<file path="src/sv/itp_pkg.sv">
`timescale 1ns / 1ps
`default_nettype none

package itp_pkg;

    // Default operator stack depth
    localparam int STACK_DEPTH_DEF = 32;

    // Character codes
    localparam logic [7:0] CH_NUL   = 8'h00;
    localparam logic [7:0] CH_TAB   = 8'h09;
    localparam logic [7:0] CH_LF    = 8'h0A;
    localparam logic [7:0] CH_SPACE = 8'h20;
    localparam logic [7:0] CH_CARET = 8'h5E;
    localparam logic [7:0] CH_STAR  = 8'h2A;
    localparam logic [7:0] CH_SLASH = 8'h2F;
    localparam logic [7:0] CH_PLUS  = 8'h2B;
    localparam logic [7:0] CH_MINUS = 8'h2D;
    localparam logic [7:0] CH_OPEN  = 8'h28;
    localparam logic [7:0] CH_CLOSE = 8'h29;
    localparam logic [7:0] CH_0     = 8'h30;
    localparam logic [7:0] CH_9     = 8'h39;
    localparam logic [7:0] CH_UA    = 8'h41;
    localparam logic [7:0] CH_UZ    = 8'h5A;
    localparam logic [7:0] CH_LA    = 8'h61;
    localparam logic [7:0] CH_LZ    = 8'h7A;

    // Precedence levels
    localparam logic [1:0] PREC_POW  = 2'd3;
    localparam logic [1:0] PREC_MUL  = 2'd2;
    localparam logic [1:0] PREC_ADD  = 2'd1;
    localparam logic [1:0] PREC_NONE = 2'd0;

    typedef enum logic [2:0] {
        KIND_SKIP,
        KIND_ALNUM,
        KIND_OPEN,
        KIND_CLOSE,
        KIND_OP,
        KIND_END
    } char_kind_t;

    // Decision of the compare unit for the current stack top
    typedef struct packed {
        logic pop;        // emit and remove the top entry
        logic drop_open;  // discard the matching open parenthesis
    } pop_ctl_t;

    function automatic logic [1:0] prec_of(input logic [7:0] c);
        logic [1:0] p;
        p = PREC_NONE;
        if (c == CH_CARET) p = PREC_POW;
        else if (c == CH_STAR || c == CH_SLASH) p = PREC_MUL;
        else if (c == CH_PLUS || c == CH_MINUS) p = PREC_ADD;
        return p;
    endfunction

    function automatic char_kind_t classify(input logic [7:0] c);
        char_kind_t k;
        k = KIND_OP;
        if (c == CH_NUL) k = KIND_END;
        else if (c == CH_SPACE || c == CH_TAB || c == CH_LF) k = KIND_SKIP;
        else if ((c >= CH_0 && c <= CH_9) || (c >= CH_UA && c <= CH_UZ) ||
                 (c >= CH_LA && c <= CH_LZ)) k = KIND_ALNUM;
        else if (c == CH_OPEN) k = KIND_OPEN;
        else if (c == CH_CLOSE) k = KIND_CLOSE;
        return k;
    endfunction

endpackage

`default_nettype wire

</file>
<file path="src/sv/infix_to_postfix_converter_top.sv">
// Infix to postfix converter (shunting-yard), one character word per input.
// Input channel: in_char with in_valid / in_stall. A word is taken when
// in_valid is high and in_stall is low. Output channel: out_char, run_last,
// expr_done, overflowed with out_valid / out_stall, taken the same way.
// Blanks are dropped, letters and digits pass through, parentheses and
// operators go through a STACK_DEPTH-entry operator stack held in a
// single-port-write, registered-read memory. A zero word flushes the stack
// and ends with a zero terminator word marked expr_done.
// Sequencing: a skipped or '(' word is taken in the idle state; a letter or
// digit passes through the flush state; ')', operators and zero go through
// the eval state, popping entries, then flush if anything is emitted. Each
// pop is one read of the stack memory followed by one decision of the shared
// precedence compare unit. in_stall is high while a word is in progress.
// Output is registered; a stall on out_stall holds the word and the
// sequencer waits until the output register frees up.
// Reset (rst_n low, asynchronous) empties the stack, clears the overflow
// flag and drops any pending output word. No clearing pass is needed.
`timescale 1ns / 1ps
`default_nettype none

module infix_to_postfix_converter_top
    import itp_pkg::*;
#(
    parameter int STACK_DEPTH = STACK_DEPTH_DEF
) (
    input  wire logic       clk,
    input  wire logic       rst_n,
    input  wire logic [7:0] in_char,
    input  wire logic       in_valid,
    output logic            in_stall,
    output logic [7:0]      out_char,
    output logic            run_last,
    output logic            expr_done,
    output logic            overflowed,
    output logic            out_valid,
    input  wire logic       out_stall
);

    localparam int CW = $clog2(STACK_DEPTH + 1);
    localparam int AW = $clog2(STACK_DEPTH);

    typedef enum logic [1:0] {
        ST_IDLE,
        ST_EVAL,
        ST_FLUSH
    } state_t;

    state_t     state_reg, state_next;
    char_kind_t kind_reg, kind_next;
    logic [7:0] cur_reg, cur_next;
    logic [CW-1:0] count_reg, count_next;
    logic       ovf_reg, ovf_next;
    logic       pend_valid_reg, pend_valid_next;
    logic [7:0] pend_char_reg, pend_char_next;
    logic       pend_done_reg, pend_done_next;
    logic       out_valid_reg, out_valid_next;
    logic [7:0] out_char_reg, out_char_next;
    logic       run_last_reg, run_last_next;
    logic       expr_done_reg, expr_done_next;
    logic       overflowed_reg, overflowed_next;

    logic          wr_en;
    logic [AW-1:0] wr_addr;
    logic [7:0]    wr_data;
    logic          rd_en;
    logic [AW-1:0] rd_addr;
    logic [7:0]    rd_data;
    logic          have_top;
    logic          full;
    logic          out_free;
    char_kind_t    in_kind;
    pop_ctl_t      ctl;

    itp_stack #(
        .STACK_DEPTH(STACK_DEPTH)
    ) u_stack (
        .clk    (clk),
        .wr_en  (wr_en),
        .wr_addr(wr_addr),
        .wr_data(wr_data),
        .rd_en  (rd_en),
        .rd_addr(rd_addr),
        .rd_data(rd_data)
    );

    itp_pop_unit u_pop (
        .kind    (kind_reg),
        .cur_char(cur_reg),
        .have_top(have_top),
        .top_char(rd_data),
        .ctl     (ctl)
    );

    assign have_top = (count_reg != '0);
    assign full     = (count_reg == CW'(STACK_DEPTH));
    assign out_free = !out_valid_reg || !out_stall;
    assign in_kind  = classify(in_char);
    assign in_stall = (state_reg != ST_IDLE);

    // Sequence one input word: classify, pop through the compare unit, push
    always_comb
    begin
        state_next      = state_reg;
        kind_next       = kind_reg;
        cur_next        = cur_reg;
        count_next      = count_reg;
        ovf_next        = ovf_reg;
        pend_valid_next = pend_valid_reg;
        pend_char_next  = pend_char_reg;
        pend_done_next  = pend_done_reg;
        out_valid_next  = out_valid_reg && out_stall;
        out_char_next   = out_char_reg;
        run_last_next   = run_last_reg;
        expr_done_next  = expr_done_reg;
        overflowed_next = overflowed_reg;
        wr_en           = 1'b0;
        wr_addr         = count_reg[AW-1:0];
        wr_data         = cur_reg;
        rd_en           = 1'b0;
        rd_addr         = AW'(count_reg - CW'(1));

        unique case (state_reg)
            ST_IDLE:
            begin
                if (in_valid)
                begin
                    kind_next = in_kind;
                    cur_next  = in_char;
                    unique case (in_kind)
                        KIND_SKIP:
                        begin
                            state_next = ST_IDLE;
                        end
                        KIND_ALNUM:
                        begin
                            pend_valid_next = 1'b1;
                            pend_char_next  = in_char;
                            pend_done_next  = 1'b0;
                            state_next      = ST_FLUSH;
                        end
                        KIND_OPEN:
                        begin
                            wr_data = in_char;
                            if (full)
                            begin
                                ovf_next = 1'b1;
                            end
                            else
                            begin
                                wr_en      = 1'b1;
                                count_next = count_reg + CW'(1);
                            end
                        end
                        default:
                        begin
                            // fetch the top entry for the compare unit
                            rd_en      = have_top;
                            state_next = ST_EVAL;
                        end
                    endcase
                end
            end

            ST_EVAL:
            begin
                if (ctl.pop)
                begin
                    if (!pend_valid_reg || out_free)
                    begin
                        if (pend_valid_reg)
                        begin
                            out_valid_next  = 1'b1;
                            out_char_next   = pend_char_reg;
                            run_last_next   = 1'b0;
                            expr_done_next  = pend_done_reg;
                            overflowed_next = ovf_reg;
                        end
                        pend_valid_next = 1'b1;
                        pend_char_next  = rd_data;
                        pend_done_next  = 1'b0;
                        count_next      = count_reg - CW'(1);
                        rd_en           = 1'b1;
                        rd_addr         = AW'(count_reg - CW'(2));
                    end
                end
                else
                begin
                    unique case (kind_reg)
                        KIND_END:
                        begin
                            if (!pend_valid_reg || out_free)
                            begin
                                if (pend_valid_reg)
                                begin
                                    out_valid_next  = 1'b1;
                                    out_char_next   = pend_char_reg;
                                    run_last_next   = 1'b0;
                                    expr_done_next  = pend_done_reg;
                                    overflowed_next = ovf_reg;
                                end
                                pend_valid_next = 1'b1;
                                pend_char_next  = CH_NUL;
                                pend_done_next  = 1'b1;
                                state_next      = ST_FLUSH;
                            end
                        end
                        KIND_CLOSE:
                        begin
                            if (ctl.drop_open)
                            begin
                                count_next = count_reg - CW'(1);
                            end
                            state_next = pend_valid_reg ? ST_FLUSH : ST_IDLE;
                        end
                        KIND_OP:
                        begin
                            if (full)
                            begin
                                ovf_next = 1'b1;
                            end
                            else
                            begin
                                wr_en      = 1'b1;
                                count_next = count_reg + CW'(1);
                            end
                            state_next = pend_valid_reg ? ST_FLUSH : ST_IDLE;
                        end
                        default:
                        begin
                            state_next = ST_IDLE;
                        end
                    endcase
                end
            end

            ST_FLUSH:
            begin
                // hand the last word of this input to the output register
                if (out_free)
                begin
                    out_valid_next  = 1'b1;
                    out_char_next   = pend_char_reg;
                    run_last_next   = 1'b1;
                    expr_done_next  = pend_done_reg;
                    overflowed_next = ovf_reg;
                    pend_valid_next = 1'b0;
                    if (pend_done_reg)
                    begin
                        ovf_next = 1'b0;
                    end
                    state_next = ST_IDLE;
                end
            end

            default:
            begin
                state_next = ST_IDLE;
            end
        endcase
    end

    // Hold state and registered outputs
    always_ff @(posedge clk or negedge rst_n)
    begin
        if (!rst_n)
        begin
            state_reg      <= ST_IDLE;
            kind_reg       <= KIND_SKIP;
            cur_reg        <= '0;
            count_reg      <= '0;
            ovf_reg        <= 1'b0;
            pend_valid_reg <= 1'b0;
            pend_char_reg  <= '0;
            pend_done_reg  <= 1'b0;
            out_valid_reg  <= 1'b0;
            out_char_reg   <= '0;
            run_last_reg   <= 1'b0;
            expr_done_reg  <= 1'b0;
            overflowed_reg <= 1'b0;
        end
        else
        begin
            state_reg      <= state_next;
            kind_reg       <= kind_next;
            cur_reg        <= cur_next;
            count_reg      <= count_next;
            ovf_reg        <= ovf_next;
            pend_valid_reg <= pend_valid_next;
            pend_char_reg  <= pend_char_next;
            pend_done_reg  <= pend_done_next;
            out_valid_reg  <= out_valid_next;
            out_char_reg   <= out_char_next;
            run_last_reg   <= run_last_next;
            expr_done_reg  <= expr_done_next;
            overflowed_reg <= overflowed_next;
        end
    end

    assign out_valid  = out_valid_reg;
    assign out_char   = out_char_reg;
    assign run_last   = run_last_reg;
    assign expr_done  = expr_done_reg;
    assign overflowed = overflowed_reg;

endmodule

`default_nettype wire

</file>
<file path="src/sv/itp_stack.sv">
`timescale 1ns / 1ps
`default_nettype none

module itp_stack
    import itp_pkg::*;
#(
    parameter int STACK_DEPTH = STACK_DEPTH_DEF,
    localparam int AW = $clog2(STACK_DEPTH)
) (
    input  wire logic          clk,
    input  wire logic          wr_en,
    input  wire logic [AW-1:0] wr_addr,
    input  wire logic [7:0]    wr_data,
    input  wire logic          rd_en,
    input  wire logic [AW-1:0] rd_addr,
    output logic      [7:0]    rd_data
);

    logic [7:0] mem [STACK_DEPTH];

    // Write one entry, read one entry into the output register
    always_ff @(posedge clk)
    begin
        if (wr_en)
        begin
            mem[wr_addr] <= wr_data;
        end
        if (rd_en)
        begin
            rd_data <= mem[rd_addr];
        end
    end

endmodule

`default_nettype wire

</file>
<file path="src/sv/itp_pop_unit.sv">
`timescale 1ns / 1ps
`default_nettype none

module itp_pop_unit
    import itp_pkg::*;
(
    input  wire char_kind_t kind,
    input  wire logic [7:0] cur_char,
    input  wire logic       have_top,
    input  wire logic [7:0] top_char,
    output pop_ctl_t        ctl
);

    logic [1:0] prec_cur;
    logic [1:0] prec_top;
    logic       top_open;
    logic       prec_pop;

    // Compare incoming operator against the stack top
    always_comb
    begin
        prec_cur = prec_of(cur_char);
        prec_top = prec_of(top_char);
        top_open = (top_char == CH_OPEN);
        prec_pop = (prec_top > prec_cur) ||
                   ((prec_top == prec_cur) && (cur_char != CH_CARET));
        ctl.pop       = 1'b0;
        ctl.drop_open = 1'b0;
        unique case (kind)
            KIND_END:   ctl.pop = have_top;
            KIND_CLOSE:
            begin
                ctl.pop       = have_top && !top_open;
                ctl.drop_open = have_top && top_open;
            end
            KIND_OP:    ctl.pop = have_top && !top_open && prec_pop;
            default:    ctl.pop = 1'b0;
        endcase
    end

endmodule

`default_nettype wire

</file>
<file path="config.mk">
export PLATFORM = sky130hd
export DESIGN_NAME = infix_to_postfix_converter_top
export DESIGN_NICKNAME = d
export VERILOG_FILES = /design/src/sv/itp_pkg.sv /design/src/sv/infix_to_postfix_converter_top.sv /design/src/sv/itp_stack.sv /design/src/sv/itp_pop_unit.sv
export SDC_FILE = /design/constraint.sdc
export NUM_CORES = 1
export LEC_CHECK = 0
export ABC_CLOCK_PERIOD_IN_PS = 4200
export BUFFER_PORTS_ARGS = -buffer_cell sky130_fd_sc_hd__buf_2
export CORE_ASPECT_RATIO = 1.2
export CORE_UTILIZATION = 55
export DETAILED_ROUTE_END_ITERATION = 10
export GPL_TIMING_DRIVEN = 1
export PLACE_DENSITY = 0.75
export SYNTH_ARGS = -nofsm -noshare
export SYNTH_HDL_FRONTEND = slang
export SYNTH_SLANG_ARGS = --single-unit
</file>
<file path="constraint.sdc">
create_clock -name clk -period 4.2 [get_ports clk]
set_input_delay 0.21 -clock clk [delete_from_list [all_inputs] [get_ports clk]]
set_output_delay 0.21 -clock clk [all_outputs]
set_load 0.01 [all_outputs]
</file>
; Yosys cells after proc, flatten, opt, wreduce, memory -nomap -nowiden
; Memory sizes are Yosys's and may differ from the RTL's. A register that Yosys moved wholly into a read port is not among the register bits.
; Index checks and enable logic that the tools add are counted.
[totals]
n_memories = 1
mem_bits_rw = 256
register_bits = 42
in_bits = 12
out_inout_bits = 13
wordCells = 211
[classes]
addsub = 3
reduce_logical = 40
n_eq_ne = 40
magnitude_cmp = 7
n_mux = 107
[memory_table]
columns = name, depth, width, rd, rd_ports_with_merged_regs, wr, line
row1 = u_stack.mem, 32, 8, 1, 1, 1, itp_stack.sv:19  ; logic [7:0] mem [STACK_DEPTH];
[op_table]
columns = cell, count
row1 = two-way mux 8 bit, 14
row2 = "equality test 8 x 6 -> 1 bit, second input constant", 12
row3 = two-way mux 1 bit, 53
row4 = two-way mux 6 bit, 6
row5 = one-hot mux 8 bit (2 select lines), 2
row6 = one-hot mux 6 bit (2 select lines), 2
row7 = two-way mux 2 bit, 9
row8 = "equality test 8 x 4 -> 1 bit, second input constant", 2
row9 = "equality test 8 x 7 -> 1 bit, second input constant", 2
row10 = "greater-or-equal comparator 8 x 7 -> 1 bit, second input constant", 2
row11 = "less-or-equal comparator 8 x 7 -> 1 bit, second input constant", 2
row12 = two-way mux 3 bit, 5
row13 = two-way mux 5 bit, 3
row14 = AND reduction 5 bit, 3
row15 = one-hot mux 1 bit (2 select lines), 7
row16 = "inequality test 2 bit, second input constant", 6
row17 = one-hot mux 2 bit (3 select lines), 2
row18 = logical OR 1 bit, 11
row19 = one-hot mux 1 bit (3 select lines), 3
row20 = "greater-or-equal comparator 8 x 6 -> 1 bit, second input constant", 1
row21 = "less-or-equal comparator 8 x 6 -> 1 bit, second input constant", 1
row22 = logical AND 1 bit, 8
row23 = logical NOT 8 bit, 1
row24 = "inequality test 8 x 7 -> 1 bit, second input constant", 1
row25 = 29 further kinds, 39

; Depth between registers and ports, before layout
[logic_depth]
ltp_word = 14
depth_mapped = 18
ltp_nobuf = 14

; Cells and area by module
; From an unflattened synthesis, not the netlist that was laid out.
[hier_totals]
cells_unflattened = 722
area_unflattened_um2 = 12932.4
[modules_own_cells]
columns = mod, area_per_inst_um2, cells_per_inst, seq_area_each_um2, n_inst
row1 = itp_stack, 10133.5, 417, 7927.6, 1
row2 = infix_to_postfix_converter_top, 2521.2, 268, 1051.0, 1
row3 = itp_pop_unit, 277.8, 37, 0.0, 1

; Least setup slack after synthesis
; Ideal clock, no wire load.
[synth_path]
kind = flip-flop to flip-flop
start = reg count_reg[1]
end = mem u_stack.mem[10][0], enable pin
t_arrival_ns = 3.625
path_buffers = 4
slack_ns = 0.205
stages_incl_launch_ff = 15
setup_ns = 0.370
required_time_ns = 3.830
period_less_slack_ns = 3.995
path_cell_list = dfrtp_1 > clkbuf_1 > clkinv_1 > clkbuf_1 > ha_1 > buf_2 > or4b_4 > o221a_4 > a31o_1 > buf_2 > nand2_1 > a31oi_1 > nor2_1 > nand2_1 > nor2_1
[synth_between]
elab_chain_len = 8
elab_cells_between_ends = 13
classes_between = eq/ne: 1 / mux: 9 / reduce/logical: 3
[synth_lines]
columns = element, line
row1 = "start, declared", infix_to_postfix_converter_top.sv:51  ; logic [CW-1:0] count_reg, count_next;
row2 = "start signal, assigned", infix_to_postfix_converter_top.sv:286  ; count_reg <= count_next;
row3 = nonzero test 6 bit, infix_to_postfix_converter_top.sv:94  ; assign have_top = (count_reg != '0);
row4 = logical AND 1 bit, "itp_pop_unit.sv:33, itp_pop_unit.sv:36"
row5 = logical AND 1 bit, itp_pop_unit.sv:36  ; KIND_OP: ctl.pop = have_top && !top_open && prec_pop;
row6 = one-hot mux 1 bit (3 select lines), itp_pop_unit.sv:29  ; unique case (kind)
row7 = two-way mux 1 bit, infix_to_postfix_converter_top.sv:166  ; if (ctl.pop)
row8 = one-hot mux 1 bit (2 select lines), infix_to_postfix_converter_top.sv:122  ; unique case (state_reg)
row9 = two-way mux 1 bit, itp_stack.sv:24  ; if (wr_en)
row10 = two-way mux 1 bit (implied by the code), itp_stack.sv:26  ; mem[wr_addr] <= wr_data;
row11 = "end, declared", itp_stack.sv:19
; Parallel ways exist; a longest one is shown, timed or not.

; Final worst setup path
[layout_path]
start = reg cur_reg[5]
end = reg u_stack.rd_data[1] (read register of u_stack.mem) (data pin)
[layout_between]
elab_chain_len = 12
elab_cells_between_ends = 21
classes_between = order compare: 1 / eq/ne: 7 / mux: 8 / reduce/logical: 5
[layout_lines]
columns = element, line
row1 = "start, declared", infix_to_postfix_converter_top.sv:50  ; logic [7:0] cur_reg, cur_next;
row2 = "start signal, assigned", infix_to_postfix_converter_top.sv:285  ; cur_reg <= cur_next;
row3 = equality test 8 x 6 -> 1 bit, itp_pkg.sv:54  ; else if (c == CH_PLUS || c == CH_MINUS) p = PREC_ADD;
row4 = logical OR 1 bit, itp_pkg.sv:54
row5 = two-way mux 1 bit, itp_pkg.sv:54
row6 = two-way mux 2 bit, itp_pkg.sv:53  ; else if (c == CH_STAR || c == CH_SLASH) p = PREC_MUL;
row7 = two-way mux 2 bit, itp_pkg.sv:52  ; if (c == CH_CARET) p = PREC_POW;
row8 = equality test 2 bit, itp_pop_unit.sv:26  ; ((prec_top == prec_cur) && (cur_char != CH_CARET));
row9 = logical AND 1 bit, itp_pop_unit.sv:26
row10 = logical OR 1 bit *, itp_pop_unit.sv:25  ; prec_pop = (prec_top > prec_cur) ||
row11 = logical AND 1 bit *, itp_pop_unit.sv:36
row12 = one-hot mux 1 bit (3 select lines) *, itp_pop_unit.sv:29
row13 = two-way mux 1 bit / two-way mux 5 bit (equally long branches), infix_to_postfix_converter_top.sv:166
row14 = one-hot mux 1 bit (2 select lines) / two-way mux 5 bit (equally long branches), infix_to_postfix_converter_top.sv:122
row15 = "end, declared", itp_stack.sv:16  ; output logic [7:0] rd_data
; Mark *: on every way between the ends. The rest lies on a longest branch, timed or not.
; A chain may end at the register's enable or synchronous reset.

==> qor.csv <==
stage;metric;value;unit
sta;max_slew_margin;21.89;%
sta;finalSetupTns;0;ns
sta;post-route-period-util;96.88;%
setup_path;cp.arrival;4.49;ns
cells_and_area;area_delta_synth_final;16.67;%
clock_network;clock-sinks;306;
setup_path;cp_cell_sequence;nand4b_1 -> a21oi_1 -> a41oi_1 -> or3_1 -> ha_1 -> nand4_1 -> or4_4 -> a31o_4 -> buf_4 -> a21oi_4 -> buf_12 -> o21ai_0 -> a32oi_2 -> nand4_1 -> nand4_1;
die;die_h;178.3;µm
sta;final-setup-viol-count;0;
cells_and_area;n_antenna_cell;0;
pwr;p_per_area;862.5;nW/µm²
route;drt_first_pass_iters;6;
run;cap_violations;0;
die;ios;25;
cells_and_area;final_nets;1293;
cells_and_area;largest_reg_flops;256;
clock_network;cts_htree_levels;1;
sta;worst_pin_slew;1.172;ns
setup_path;worst-path-buf-inv;2;
pwr;ir_drop;514.3;µV
synth;ys_seq_area_share;63.06;%
setup_path;crit-reg2reg-launch;cur_reg[5];
grt;antenna_found_initial;0;
synth;yosys.area.top_type;edfxtp_1;
synth;syn_area;14240;µm²
min_path;hold_path_depth;3;
pwr;power_leakage;5.762;nW
cells_and_area;regArea;8979;µm²
clock_network;numCtsBuffers;30;
grt;grt_max_degree;77;
pwr;combPwrFrac;50.4;%
clock_network;cts_tree;yes;
synth;synth_seq_cells;306;
setup_path;slowest_stage;or4_4;
synth;async_flop_share;13.73;%
clock_network;clock_path_buffers;3;
pwr;p_int;8.113;mW
pwr;power.net_switching;6.213;mW
synth;yosysMostFrequentCell;edfxtp_1;
route;wl_per_cell;26.34;µm
min_path;hp-class;in2reg;
route;ant_nets;0;
pwr;clkPwrFrac;20.1;%
synth;synthTopCellsByCount;264 x edfxtp_1, 172 x nand3_1, 107 x o21ai_0;
setup_path;start_kind;flop;
cells_and_area;top_register;u_stack.mem;
setup_path;cp-end-kind;flop;
die;fp.dieW;148.9;µm
synth;synth-edff-count;264;
grt;grt_pass1_wl;63650;µm
pwr;p_sw_share;43.37;%
sta;fmax;0.2458;GHz
pwr;p_total;14.33;mW
route;vias;11280;
setup_path;path_max_fanout;15;
sta;post-route-min-period;4.069;ns
cells_and_area;fin_util;65.23;%
cells_and_area;post-route-cell-area;16610;µm²
setup_path;cp_top_family;simple AND/OR/NAND/NOR gates;
min_path;min_to;cur_reg[0];
clock_network;clk_pin_slew;0.06;ns
setup_path;r2r_end;u_stack.rd_data[1];
cells_and_area;multi_input_area;4966;µm²
synth;synth_cell_types;64;
synth;synthFlopType;edfxtp_1;
route;first_iter_violations;1764;
pwr;seqPwrFrac;29.5;%
synth;synth_top_area_share;55.68;%
min_path;hp-start;in_char[0];
route;viasPerCell;6.957;
setup_path;critPathRequiredTime;4.62;ns
die;core;25460;µm²
cells_and_area;drive_above_1_share;17.66;%
setup_path;cpPeakStageDelay;0.47;ns
sta;slew_viol_final;0;
placement;place_hpwl;26160;µm
run_status;status;finished, final reports clean;
synth;syn_inst;1210;
setup_path;rr_worst_depth;15;
grt;grt-ovfl-total;0;
grt;grt_pass1_vias;10780;
sta;fin_skew;0.01153;ns
placement;place_congestion;0.9449;
die;initial_core_util;55.91;%
setup_path;cp_common_cell;nand4_1;
setup_path;critPathKind;reg2reg;
clock_network;cts_root_buf;clkbuf_16;
route;drc;0;
synth;ys_warn_count;0;
placement;placed_area;15290;µm²
die;dieArea;26540;µm²
sta;hold_viol;0;
synth;synth.avg_cell_area;11.77;µm²
placement;io_buffers;24;
cells_and_area;nFillCells;1902;
die;row_count;64;
synth;synth_area_leaders;edfxtp_1 56%, dfrtp_1 7.4%, nand3_1 6.0%;
setup_path;r2r_slack;0.13;ns
clock_network;clk_latency;0.56;ns
synth;syn-num-nets;1236;
route;drt_wl_total;42700;µm
grt;gr-usage-all-layers;32.03;%
-- worst reg2reg max path, cell delays in order, from the launching register on --
cell      delay (ns)
dfrtp_1         0.38
nand4b_1        0.25
a21oi_1         0.17
a41oi_1         0.06
or3_1           0.37
ha_1            0.30
nand4_1         0.09
or4_4           0.47
a31o_4          0.29
buf_4           0.18
a21oi_4         0.29
buf_12          0.20
o21ai_0         0.11
a32oi_2         0.45
nand4_1         0.21
nand4_1         0.13
-- cell type report --
type	instances	share of cell area, %
repair buffers	128	6.885
clock inverters	24	1.672
flip-flops and latches	306	54.05
inverters	14	0.3164
well taps	330	2.486
multi-input cells	787	29.90
clock buffers	32	4.693
-- power by group through the flow --
stage / registers (mW) / clock network [mW] / logic (mW)
CTS: 4.22 / 2.88 / 6.63
finish: 4.23 / 2.88 / 7.22
floorplan: 4.25 / 0 / 3.95
global route: 4.26 / 3.01 / 7.58
detailed placement: 4.28 / 0 / 6.58
global placement: 4.27 / 0 / 6.48
-- through the flow --
step                std cells  setup slack [ns]  hold slack [ns]
finish                   1621            0.1310          0.06589
detailed placement       1552           0.04165           0.3990
floorplan                1210            0.2049         -0.08559
global placement         1552           0.08043           0.3885
CTS                      1616          0.007308          0.04488
global route             1621         -0.005232           0.1014
-- layout by cell type, fill, tap and decap left out, types with 7 or more instances in the layout --
master	n
buf_4	79
o211a_1	32
a211oi_1	34
clkbuf_16	33
clkinv_1	8
buf_2	24
nor2_1	60
buf_12	15
a32oi_2	7
nand4_1	47
dlygate4sd3_1	8
nand2_1	96
a21oi_1	26
mux2_2	18
a32oi_1	26
edfxtp_1	264
dfrtp_1	42
ha_1	14
nor3_1	7
o21ai_0	107
o31ai_1	7
nand3_1	171
a311oi_1	31
inv_1	12
a31oi_1	10
-- what timing repair did --
| action | 4_1_cts | 5_1_grt |
|---|---|---|
| endpoints found under the setup margin | 0 | 224 |
| endpoints found under the hold margin | 52 | 0 |
| buffers inserted | 0 | 2 |
| hold buffers | 8 | 0 |
| gates resized for setup | 0 | 17 |
-- per-layer routing --
layer / wire length [µm] / track usage [%] / vias up
li1: - / - / 4852
met3: 4554 / 7.059 / 207
met1: 15230 / 40.20 / 5431
met4: 3229 / 20.92 / 0
met5: 0 / 0 / -
met2: 19690 / 50.16 / 788
-- cells by family (layout without fill, tap and decap cells) --
kind of cell	Yosys count	in the layout	share of synthesized area [%]
adders and majority gates	14	14	1.230
xor gates and xnor gates	9	9	0.5536
muxes	18	18	1.424
DFF	306	306	63.06
buffers and inverters	118	198	3.252
and+or+nand+nor	434	435	15.03
AOI/OAI and AO/OA	311	311	15.45
-- worst max path at each step --
stage	from	endpoint	cells past startpoint
2_1_floorplan	count_reg[1]	u_stack.mem[10][0]	14
3_3_place_gp	cur_reg[5]	u_stack.mem[24][4]	14
3_5_place_dp	cur_reg[4]	u_stack.mem[24][5]	15
4_1_cts	cur_reg[5]	u_stack.mem[24][5]	14
5_1_grt	cur_reg[4]	u_stack.rd_data[1]	16
6_report	cur_reg[5]	u_stack.rd_data[1]	15
Note: power is estimated with default switching activity, not from simulation.
